### config.mk
export PLATFORM = sky130hd
export DESIGN_NAME = led_matrix_shift_scanner_core
export DESIGN_NICKNAME = d
export VERILOG_FILES = /design/src/rtl/lmss_pkg.sv /design/src/rtl/lmss_tables.sv /design/src/rtl/lmss_sequencer.sv /design/src/rtl/led_matrix_shift_scanner_core.sv
export SDC_FILE = /design/constraint.sdc
export NUM_CORES = 1
export LEC_CHECK = 0
export BUFFER_PORTS_ARGS = -buffer_cell sky130_fd_sc_hd__buf_2
export CORE_UTILIZATION = 35
export CTS_BUF_LIST = sky130_fd_sc_hd__clkbuf_4
export DETAILED_ROUTE_END_ITERATION = 10
export PLACE_DENSITY = 0.5
export SYNTH_ARGS = -nofsm -noshare
export SYNTH_HDL_FRONTEND = slang
export SYNTH_SLANG_ARGS = --single-unit
### constraint.sdc
create_clock -name clk -period 4.3 [get_ports clk]
set_input_delay 0.86 -clock clk [delete_from_list [all_inputs] [get_ports clk]]
set_output_delay 0.86 -clock clk [all_outputs]
set_load 0.05 [all_outputs]
### src/rtl/lmss_pkg.sv
// package for the led matrix shift scanner
// item and result types, mode and register codes, sizing constants; no dependencies
package lmss_pkg;

    localparam int ROWS       = 8;
    localparam int HOLD_WIDTH = 16;

    localparam int ROW_W  = (ROWS > 8) ? 4 : 3;
    localparam int CMP_W  = (HOLD_WIDTH > 16) ? HOLD_WIDTH : 16;
    localparam int SLOT_W = 3;
    localparam int TABLE_DEPTH = 8;

    localparam logic [1:0] MODE_TICK   = 2'd0;
    localparam logic [1:0] MODE_COLUMN = 2'd1;
    localparam logic [1:0] MODE_ROW    = 2'd2;

    localparam logic [1:0] REG_ON_TICKS     = 2'd0;
    localparam logic [1:0] REG_PERIOD_TICKS = 2'd1;

    localparam logic [15:0] ON_TICKS_RESET     = 16'd50;
    localparam logic [15:0] PERIOD_TICKS_RESET = 16'd300;
    localparam logic [7:0]  COLUMN_RESET       = 8'h00;
    localparam logic [7:0]  ROW_RESET          = 8'hFF;
    localparam logic [15:0] BLANK_WORD         = {COLUMN_RESET, ROW_RESET};

    typedef struct packed {
        logic [1:0] mode;
        logic [2:0] row_slot;
        logic [7:0] byte_value;
    } item_t;

    typedef struct packed {
        logic       serial_data;
        logic       shift_clock;
        logic       latch_clock;
        logic [2:0] current_row;
    } result_t;

    typedef struct packed {
        logic              column_we;
        logic              row_we;
        logic [SLOT_W-1:0] slot;
        logic [7:0]        data;
    } tbl_wr_t;

    typedef struct packed {
        logic serial_data;
        logic shift_clock;
        logic latch_clock;
    } pins_t;

endpackage

### src/rtl/lmss_tables.sv
// column pattern and row select tables, 8 entries each, flop based
// depends on lmss_pkg
module lmss_tables
    import lmss_pkg::*;
(
    input  logic              clk,
    input  logic              rst_n,
    input  tbl_wr_t           wr,
    input  logic [SLOT_W-1:0] rd_index,
    output logic [7:0]        rd_column,
    output logic [7:0]        rd_row
);

    logic [7:0] column_reg [TABLE_DEPTH];
    logic [7:0] row_reg    [TABLE_DEPTH];

    always_ff @(posedge clk or negedge rst_n)
    begin
        if (!rst_n)
        begin
            for (int i = 0; i < TABLE_DEPTH; i++)
            begin
                column_reg[i] <= COLUMN_RESET;
                row_reg[i]    <= ROW_RESET;
            end
        end
        else
        begin
            if (wr.column_we)
                column_reg[wr.slot] <= wr.data;
            if (wr.row_we)
                row_reg[wr.slot] <= wr.data;
        end
    end

    assign rd_column = column_reg[rd_index];
    assign rd_row    = row_reg[rd_index];

endmodule

### src/rtl/lmss_sequencer.sv
// pin sequencer: shift, latch and hold phases for lit and blanking words
// depends on lmss_pkg
module lmss_sequencer
    import lmss_pkg::*;
(
    input  logic             clk,
    input  logic             rst_n,
    input  logic             tick,
    input  logic [15:0]      on_ticks,
    input  logic [15:0]      period_ticks,
    input  logic [7:0]       column_byte,
    input  logic [7:0]       row_byte,
    output logic [ROW_W-1:0] row_now,
    output pins_t            pins_next,
    output logic [ROW_W-1:0] row_next
);

    localparam logic [2:0] PH_SHIFT_LIT   = 3'd0;
    localparam logic [2:0] PH_LATCH_LIT   = 3'd1;
    localparam logic [2:0] PH_HOLD_ON     = 3'd2;
    localparam logic [2:0] PH_SHIFT_BLANK = 3'd3;
    localparam logic [2:0] PH_LATCH_BLANK = 3'd4;
    localparam logic [2:0] PH_HOLD_OFF    = 3'd5;

    logic [2:0]            phase_reg, phase_next;
    logic [ROW_W-1:0]      row_reg;
    logic [3:0]            bit_reg, bit_next;
    logic                  half_reg, half_next;
    logic [HOLD_WIDTH-1:0] hold_reg, hold_next;
    pins_t                 pins_reg;

    logic [15:0]           off_target;
    logic [15:0]           word;
    logic                  lit;
    logic [15:0]           target;
    logic [HOLD_WIDTH-1:0] hold_inc;
    logic [ROW_W-1:0]      row_adv;

    assign off_target = (period_ticks > on_ticks) ? (period_ticks - on_ticks) : 16'd0;
    assign row_adv    = (row_reg == ROW_W'(ROWS - 1)) ? '0 : row_reg + 1'b1;
    assign hold_inc   = hold_reg + 1'b1;

    always_comb
    begin
        phase_next = phase_reg;
        row_next   = row_reg;
        bit_next   = bit_reg;
        half_next  = half_reg;
        hold_next  = hold_reg;
        pins_next  = pins_reg;
        lit        = 1'b1;
        word       = {column_byte, row_byte};
        target     = on_ticks;
        if (tick)
        begin
            case (phase_reg)
                PH_LATCH_LIT, PH_LATCH_BLANK:
                begin
                    lit    = (phase_reg == PH_LATCH_LIT);
                    target = lit ? on_ticks : off_target;
                    pins_next.shift_clock = 1'b0;
                    pins_next.latch_clock = 1'b1;
                    hold_next = '0;
                    if (target == 16'd0)
                    begin
                        if (lit)
                            phase_next = PH_SHIFT_BLANK;
                        else
                        begin
                            row_next   = row_adv;
                            phase_next = PH_SHIFT_LIT;
                        end
                    end
                    else
                        phase_next = lit ? PH_HOLD_ON : PH_HOLD_OFF;
                end
                PH_HOLD_ON, PH_HOLD_OFF:
                begin
                    lit    = (phase_reg == PH_HOLD_ON);
                    target = lit ? on_ticks : off_target;
                    if (CMP_W'(hold_inc) >= CMP_W'(target))
                    begin
                        hold_next = '0;
                        if (lit)
                            phase_next = PH_SHIFT_BLANK;
                        else
                        begin
                            row_next   = row_adv;
                            phase_next = PH_SHIFT_LIT;
                        end
                    end
                    else
                        hold_next = hold_inc;
                end
                default:
                begin
                    // shift lit, shift blank, and unused codes as a lit shift start
                    lit  = (phase_reg != PH_SHIFT_BLANK);
                    word = lit ? {column_byte, row_byte} : BLANK_WORD;
                    phase_next = lit ? PH_SHIFT_LIT : PH_SHIFT_BLANK;
                    pins_next.serial_data = word[4'd15 - bit_reg];
                    pins_next.shift_clock = half_reg;
                    pins_next.latch_clock = 1'b0;
                    if (!half_reg)
                        half_next = 1'b1;
                    else
                    begin
                        half_next = 1'b0;
                        bit_next  = bit_reg + 1'b1;
                        if (bit_reg == 4'd15)
                            phase_next = lit ? PH_LATCH_LIT : PH_LATCH_BLANK;
                    end
                end
            endcase
        end
    end

    always_ff @(posedge clk or negedge rst_n)
    begin
        if (!rst_n)
        begin
            phase_reg <= PH_SHIFT_LIT;
            row_reg   <= '0;
            bit_reg   <= '0;
            half_reg  <= 1'b0;
            hold_reg  <= '0;
            pins_reg  <= '0;
        end
        else
        begin
            phase_reg <= phase_next;
            row_reg   <= row_next;
            bit_reg   <= bit_next;
            half_reg  <= half_next;
            hold_reg  <= hold_next;
            pins_reg  <= pins_next;
        end
    end

    assign row_now = row_reg;

endmodule

### src/rtl/led_matrix_shift_scanner_core.sv
// top level of the led matrix shift scanner: input register, tables, sequencer, result register
// depends on lmss_pkg, lmss_tables, lmss_sequencer
//
// usage
//   item channel: item_valid / item_ready / item. mode tick advances the pin
//   sequence by one step; mode column or row stores byte_value in the table
//   entry row_slot. every item gives exactly one result.
//   result channel: result_valid / result_ready / result with the pin levels
//   and the row being scanned after the item.
//   config: cfg_write with cfg_index (0 on_ticks, 1 period_ticks) and cfg_data,
//   taken at once; other indexes are ignored. write only while idle.
//   path: an accepted item sits in the input register until the result
//   register is free or being taken, then its result is registered there.
//   throughput: one item per cycle while results are taken, set by the single
//   pass from the input register through table read and sequencer step into
//   the result register. stall: while result_ready is low the result holds;
//   one more item may sit in the input register, then item_ready drops.
//   reset: tables go to column 0x00 and row 0xFF, the sequence restarts at
//   the lit shift of row 0 with all pins low, registers at 50 and 300.
module led_matrix_shift_scanner_core
    import lmss_pkg::*;
(
    input  logic        clk,
    input  logic        rst_n,
    input  logic        item_valid,
    output logic        item_ready,
    input  item_t       item,
    output logic        result_valid,
    input  logic        result_ready,
    output result_t     result,
    input  logic        cfg_write,
    input  logic [1:0]  cfg_index,
    input  logic [15:0] cfg_data
);

    logic        in_valid_reg;
    item_t       in_item_reg;
    logic        out_valid_reg;
    result_t     out_item_reg;
    logic [15:0] on_ticks_reg;
    logic [15:0] period_ticks_reg;

    logic             advance;
    logic             tick;
    tbl_wr_t          tbl_wr;
    logic [7:0]       rd_column;
    logic [7:0]       rd_row;
    logic [ROW_W-1:0] row_now;
    logic [ROW_W-1:0] row_next;
    pins_t            pins_next;

    assign advance    = in_valid_reg && (!out_valid_reg || result_ready);
    assign item_ready = !in_valid_reg || advance;
    assign tick       = advance && (in_item_reg.mode == MODE_TICK);

    assign tbl_wr.column_we = advance && (in_item_reg.mode == MODE_COLUMN);
    assign tbl_wr.row_we    = advance && (in_item_reg.mode == MODE_ROW);
    assign tbl_wr.slot      = in_item_reg.row_slot;
    assign tbl_wr.data      = in_item_reg.byte_value;

    lmss_tables u_tables (
        .clk       (clk),
        .rst_n     (rst_n),
        .wr        (tbl_wr),
        .rd_index  (row_now[SLOT_W-1:0]),
        .rd_column (rd_column),
        .rd_row    (rd_row)
    );

    lmss_sequencer u_sequencer (
        .clk          (clk),
        .rst_n        (rst_n),
        .tick         (tick),
        .on_ticks     (on_ticks_reg),
        .period_ticks (period_ticks_reg),
        .column_byte  (rd_column),
        .row_byte     (rd_row),
        .row_now      (row_now),
        .pins_next    (pins_next),
        .row_next     (row_next)
    );

    always_ff @(posedge clk or negedge rst_n)
    begin
        if (!rst_n)
        begin
            on_ticks_reg     <= ON_TICKS_RESET;
            period_ticks_reg <= PERIOD_TICKS_RESET;
        end
        else if (cfg_write)
        begin
            if (cfg_index == REG_ON_TICKS)
                on_ticks_reg <= cfg_data;
            else if (cfg_index == REG_PERIOD_TICKS)
                period_ticks_reg <= cfg_data;
        end
    end

    always_ff @(posedge clk or negedge rst_n)
    begin
        if (!rst_n)
        begin
            in_valid_reg  <= 1'b0;
            out_valid_reg <= 1'b0;
        end
        else
        begin
            if (item_ready)
                in_valid_reg <= item_valid;
            if (advance)
                out_valid_reg <= 1'b1;
            else if (result_ready)
                out_valid_reg <= 1'b0;
        end
    end

    always_ff @(posedge clk)
    begin
        if (item_valid && item_ready)
            in_item_reg <= item;
        if (advance)
        begin
            out_item_reg.serial_data <= pins_next.serial_data;
            out_item_reg.shift_clock <= pins_next.shift_clock;
            out_item_reg.latch_clock <= pins_next.latch_clock;
            out_item_reg.current_row <= row_next[SLOT_W-1:0];
        end
    end

    assign result_valid = out_valid_reg;
    assign result       = out_item_reg;

endmodule

==> results.rst <==
.. list-table::
   :header-rows: 1

   * - Metric
     - Value
   * - Via density
     - 5.12
   * - Pin count of the biggest net entering global routing
     - roughly 120
   * - Most common cell after layout, fill and taps aside
     - sky130_fd_sc_hd__mux2_2
   * - Post-Synthesis Net Count
     - 968
   * - Yosys reg bits
     - 211
   * - Initial Utilization
     - 36.0%
   * - Number of I/O pins
     - 44
   * - Cells along the critical path
     - inv_1 -> ha_2 -> inv_2 -> fa_2 -> a211oi_4 -> nor3_2 -> nor3_2 -> o221a_2 -> o21ai_4 -> a31o_4 -> and3_4 -> a21oi_2 -> ha_1 -> a21o_1 -> a21o_1 -> a211o_1 -> a21oi_2 -> o31ai_2 -> o21ai_2 -> or3_4 -> o31ai_4 -> mux2_4
   * - Fraction of the mapped netlist area in adder cells
     - under 10%
   * - Switching pwr
     - approximately 0.0025 W
   * - Worst slew margin relative to its limit
     - ~32%
   * - Commonest non-fill, non-tap cells in the layout
     - sky130_fd_sc_hd__mux2_2 (146), sky130_fd_sc_hd__dfrtp_1 (120), sky130_fd_sc_hd__clkbuf_4 (99)
   * - Post-route setup slack
     - -0.157 ns
   * - Met3 capacity usage during global routing
     - 3.27%
   * - Proportion of synthesized chip area in sequential cells
     - 49.1%
   * - EDFF count, synth
     - 19
   * - Remaining global-route overflow
     - 0
   * - Total leakage power
     - 5.75 nW
   * - Power density cells
     - 569 mW/mm²
   * - Portion of total power attributed to combinational logic
     - 38.0%
   * - Final estimated routing congestion in global placement
     - 0.807
   * - Root buffer selected by CTS
     - sky130_fd_sc_hd__clkbuf_4
   * - Outcome
     - finished, violations left
   * - Fraction of synthesized area in multiplexers
     - 23.7%
   * - Internal power
     - 0.00504 W
   * - Clock transition at the registers of the reported paths
     - 0.06 ns
   * - Maximum single-stage delay on the critical path
     - 0.41 ns
   * - First-pass GRT wire length
     - 43100 µm
   * - Cell count along the critical path
     - 22
   * - Post-synthesis instance area
     - 0.0111 mm²
   * - Post-place setup slack
     - -0.349 ns
   * - Synthesis warning total
     - 0
   * - RSZ-0062 raised after global routing
     - true
   * - Category of the most critical setup path
     - reg2reg
   * - Detailed-placement wirelength estimate
     - 17800 µm
   * - Class of the tightest hold or removal check
     - in2async
   * - # setup viols final
     - 13
   * - Final antenna-violating net count
     - 0
   * - Fmax
     - 224 MHz
   * - Via Count
     - 7523
   * - Final-layout worst hold slack
     - 0.246 ns
   * - Arrival time of data at the critical path endpoint
     - 4.92 ns
   * - Main combinational cell family by area after synthesis
     - multiplexers
   * - Violations in the final reports
     - setup timing
   * - Number of placement rows
     - 64
   * - Switching fraction of total power
     - 33.4%
   * - Crit end category
     - flop
   * - Layout-stage area growth over the synthesis result
     - 19.4%
   * - TNS Setup
     - -0.821 ns
   * - Worst Tran Pin Value
     - 1.01 ns
   * - Die width
     - 180 µm
   * - Synthesized-area fraction occupied by xor and xnor cells
     - between 2 and 2.5%
   * - Most area-consuming cells after synthesis
     - sky130_fd_sc_hd__dfrtp_1 (27%), sky130_fd_sc_hd__dfstp_2 (17%), sky130_fd_sc_hd__mux2_2 (15%), sky130_fd_sc_hd__mux4_2 (8.5%), sky130_fd_sc_hd__edfxtp_1 (5.1%)
   * - Compound-gate portion of the synthesized area
     - 8.58%
   * - Slowest stage cell, crit path
     - sky130_fd_sc_hd__fa_2
   * - Final hold viol count
     - 0
   * - Maximum clock path buffer count
     - 3
   * - Total Die Area
     - 0.0325 mm²
   * - Nets@finish
     - 1097
   * - Largest driver fanout on the critical path
     - 5
   * - Final cycle utilization of the critical path
     - 104%
   * - Grt met1 use
     - 21.6%
   * - Placeable core area
     - 0.0309 mm²
   * - Number of cells traversed by the worst register-to-register path
     - 22
   * - Per-cell routed wire length
     - 18.1 µm
   * - Number of buffers created by CTS
     - 59
   * - Clock period minus final worst setup slack
     - 4.46 ns
   * - FILL cells
     - 2995
   * - Storage cell area
     - 0.00547 mm²
   * - Max-cap violations
     - 0
   * - Yosys top cell by area
     - sky130_fd_sc_hd__dfrtp_1
   * - Distinct cells, synth
     - 67
   * - Bufs and invs on worst path
     - 2
   * - Total wire length after detailed routing
     - 26500 µm
   * - Top Family by Delay on Critical Path
     - compound AO/OA/AOI/OAI gates
   * - 1st-pass router iterations
     - 4
   * - Simple-gate share of the synthesized area
     - 9.20%
   * - Initial antenna violation count
     - 1
   * - Critical path data required time
     - 4.76 ns
   * - Proportion of netlist area held by the largest area contributor
     - 27.2%
   * - Number of DRC markers after the initial detailed-route iteration
     - 283
   * - Proportion of register bits with asynchronous set or reset after synthesis
     - between 90% and 100%
   * - Multi-input gate area
     - approximately 0.0056 mm²
   * - Number of sinks on the clock net
     - around 210
   * - Post-synthesis area per instance
     - about 12 µm²
   * - Global-route met2 utilization
     - 28.7%
   * - Number of cells produced by synthesis
     - 892
   * - Share of power burned in the clock network
     - 25.3%
   * - Final number of max-transition violations
     - 0
   * - Overall power
     - 0.00757 W
   * - Clock Latency Late Sink
     - 0.75 ns
   * - Post-detailed-route DRC marker count
     - 0
   * - Global route hottest layer
     - met2
   * - Final clock skew
     - 0.0574 ns
   * - Count of buffers from port buffering
     - 43
   * - Maximum vdd ir drop
     - 240 µV
   * - Placed cell count
     - 1351
   * - Number of global-route vias before repair
     - 7833
   * - Register share of total power
     - between 30% and 40%
   * - Primary FF master, synth
     - sky130_fd_sc_hd__dfrtp_1
   * - Die height
     - approximately 180 µm
   * - H-tree depth
     - 2
   * - Startpoint type of the worst setup path
     - flop
   * - Fraction of layout cells with a size suffix above 1
     - approximately half
   * - Clock tree from TritonCTS
     - built
   * - Global-route total usage across every layer
     - 16.8%
   * - Post-route insts no fill
     - 1468
[logic make-up (layout without fill, tap and decap cells)]
family | after synthesis | after routing
DFF | 211 | 211
buffers and inverters | 70 | 249
xor gates and xnor gates | 29 | 29
AOI/OAI and AO/OA | 145 | 145
and+or+nand+nor | 204 | 204
other | 0 | 1
adders and majority gates | 40 | 40
muxes | 193 | 193
[routing by layer]
layer | vias up | wire length, µm
li1 | 3610 | -
met1 | 3761 | 11800
met2 | 118 | 13300
met3 | 34 | 944
met4 | 0 | 410
met5 | - | 0
[cell usage after synthesis, drive strengths merged (13+ instances only)]
cell type and number:
a21o 15, a21oi 27, clkbuf 37, dfrtp 121, dfstp 71, edfxtp 19, ha 39, inv 24
mux2 148, mux4 42, nand2 56, nand3 27, nor2 45, o21ai 46, xnor2 16, xor2 13
[through the flow]
| step | utilization [%] | instance area, µm² |
|---|---|---|
| floorplan | - | 11200 |
| global placement | 39.6 | 12200 |
| detailed placement | 39.6 | 12200 |
| CTS | 42.6 | 13200 |
| global route | 43.0 | 13300 |
| finish | 43.0 | 13300 |
[final timing paths]
check                                        start                       end  slack (ns)
setup / recovery               period_ticks_reg[0]                 result[1]       -0.16
hold / removal                               rst_n  u_sequencer.hold_reg[13]        0.25
setup reg to reg               period_ticks_reg[0]                 result[1]       -0.16
hold reg to reg            u_tables.column_reg[42]   u_tables.column_reg[42]        0.50
max in group asynchronous                    rst_n       u_tables.row_reg[8]        3.06
min in group clk                           item[3]            in_item_reg[3]        0.28
[cell type report]
| cell class | instances | area share (%) |
|---|---|---|
| timing repair buffer | 114 | 6.08 |
| sequential | 211 | 41.1 |
| tap | 396 | 3.73 |
| multi-input combinational | 611 | 42.3 |
| clock buffer | 99 | 5.59 |
| antenna | 1 | 0.0188 |
| clock inverter | 12 | 0.424 |
| inverter | 24 | 0.678 |
[power groups by stage]
| stage | Sequential, W | Combinational, W | Clock, W |
|---|---|---|---|
| after global placement | 0.00281 | 0.00274 | 0 |
| after CTS | 0.00278 | 0.00283 | 0.00201 |
| after detailed placement | 0.00282 | 0.00276 | 0 |
| after global routing | 0.00284 | 0.00315 | 0.00211 |
| final | 0.00278 | 0.00288 | 0.00191 |
| after floorplan | 0.00273 | 0.00197 | 0 |
[repair_timing]
action / CTS / global route
buffers inserted: 1 / 4
hold buffers: 0 / 0
gates resized for setup: 25 / 25
endpoints found under the setup margin: 21 / 24
pin swaps: 18 / 15
(Power assumes the default switching activity.)
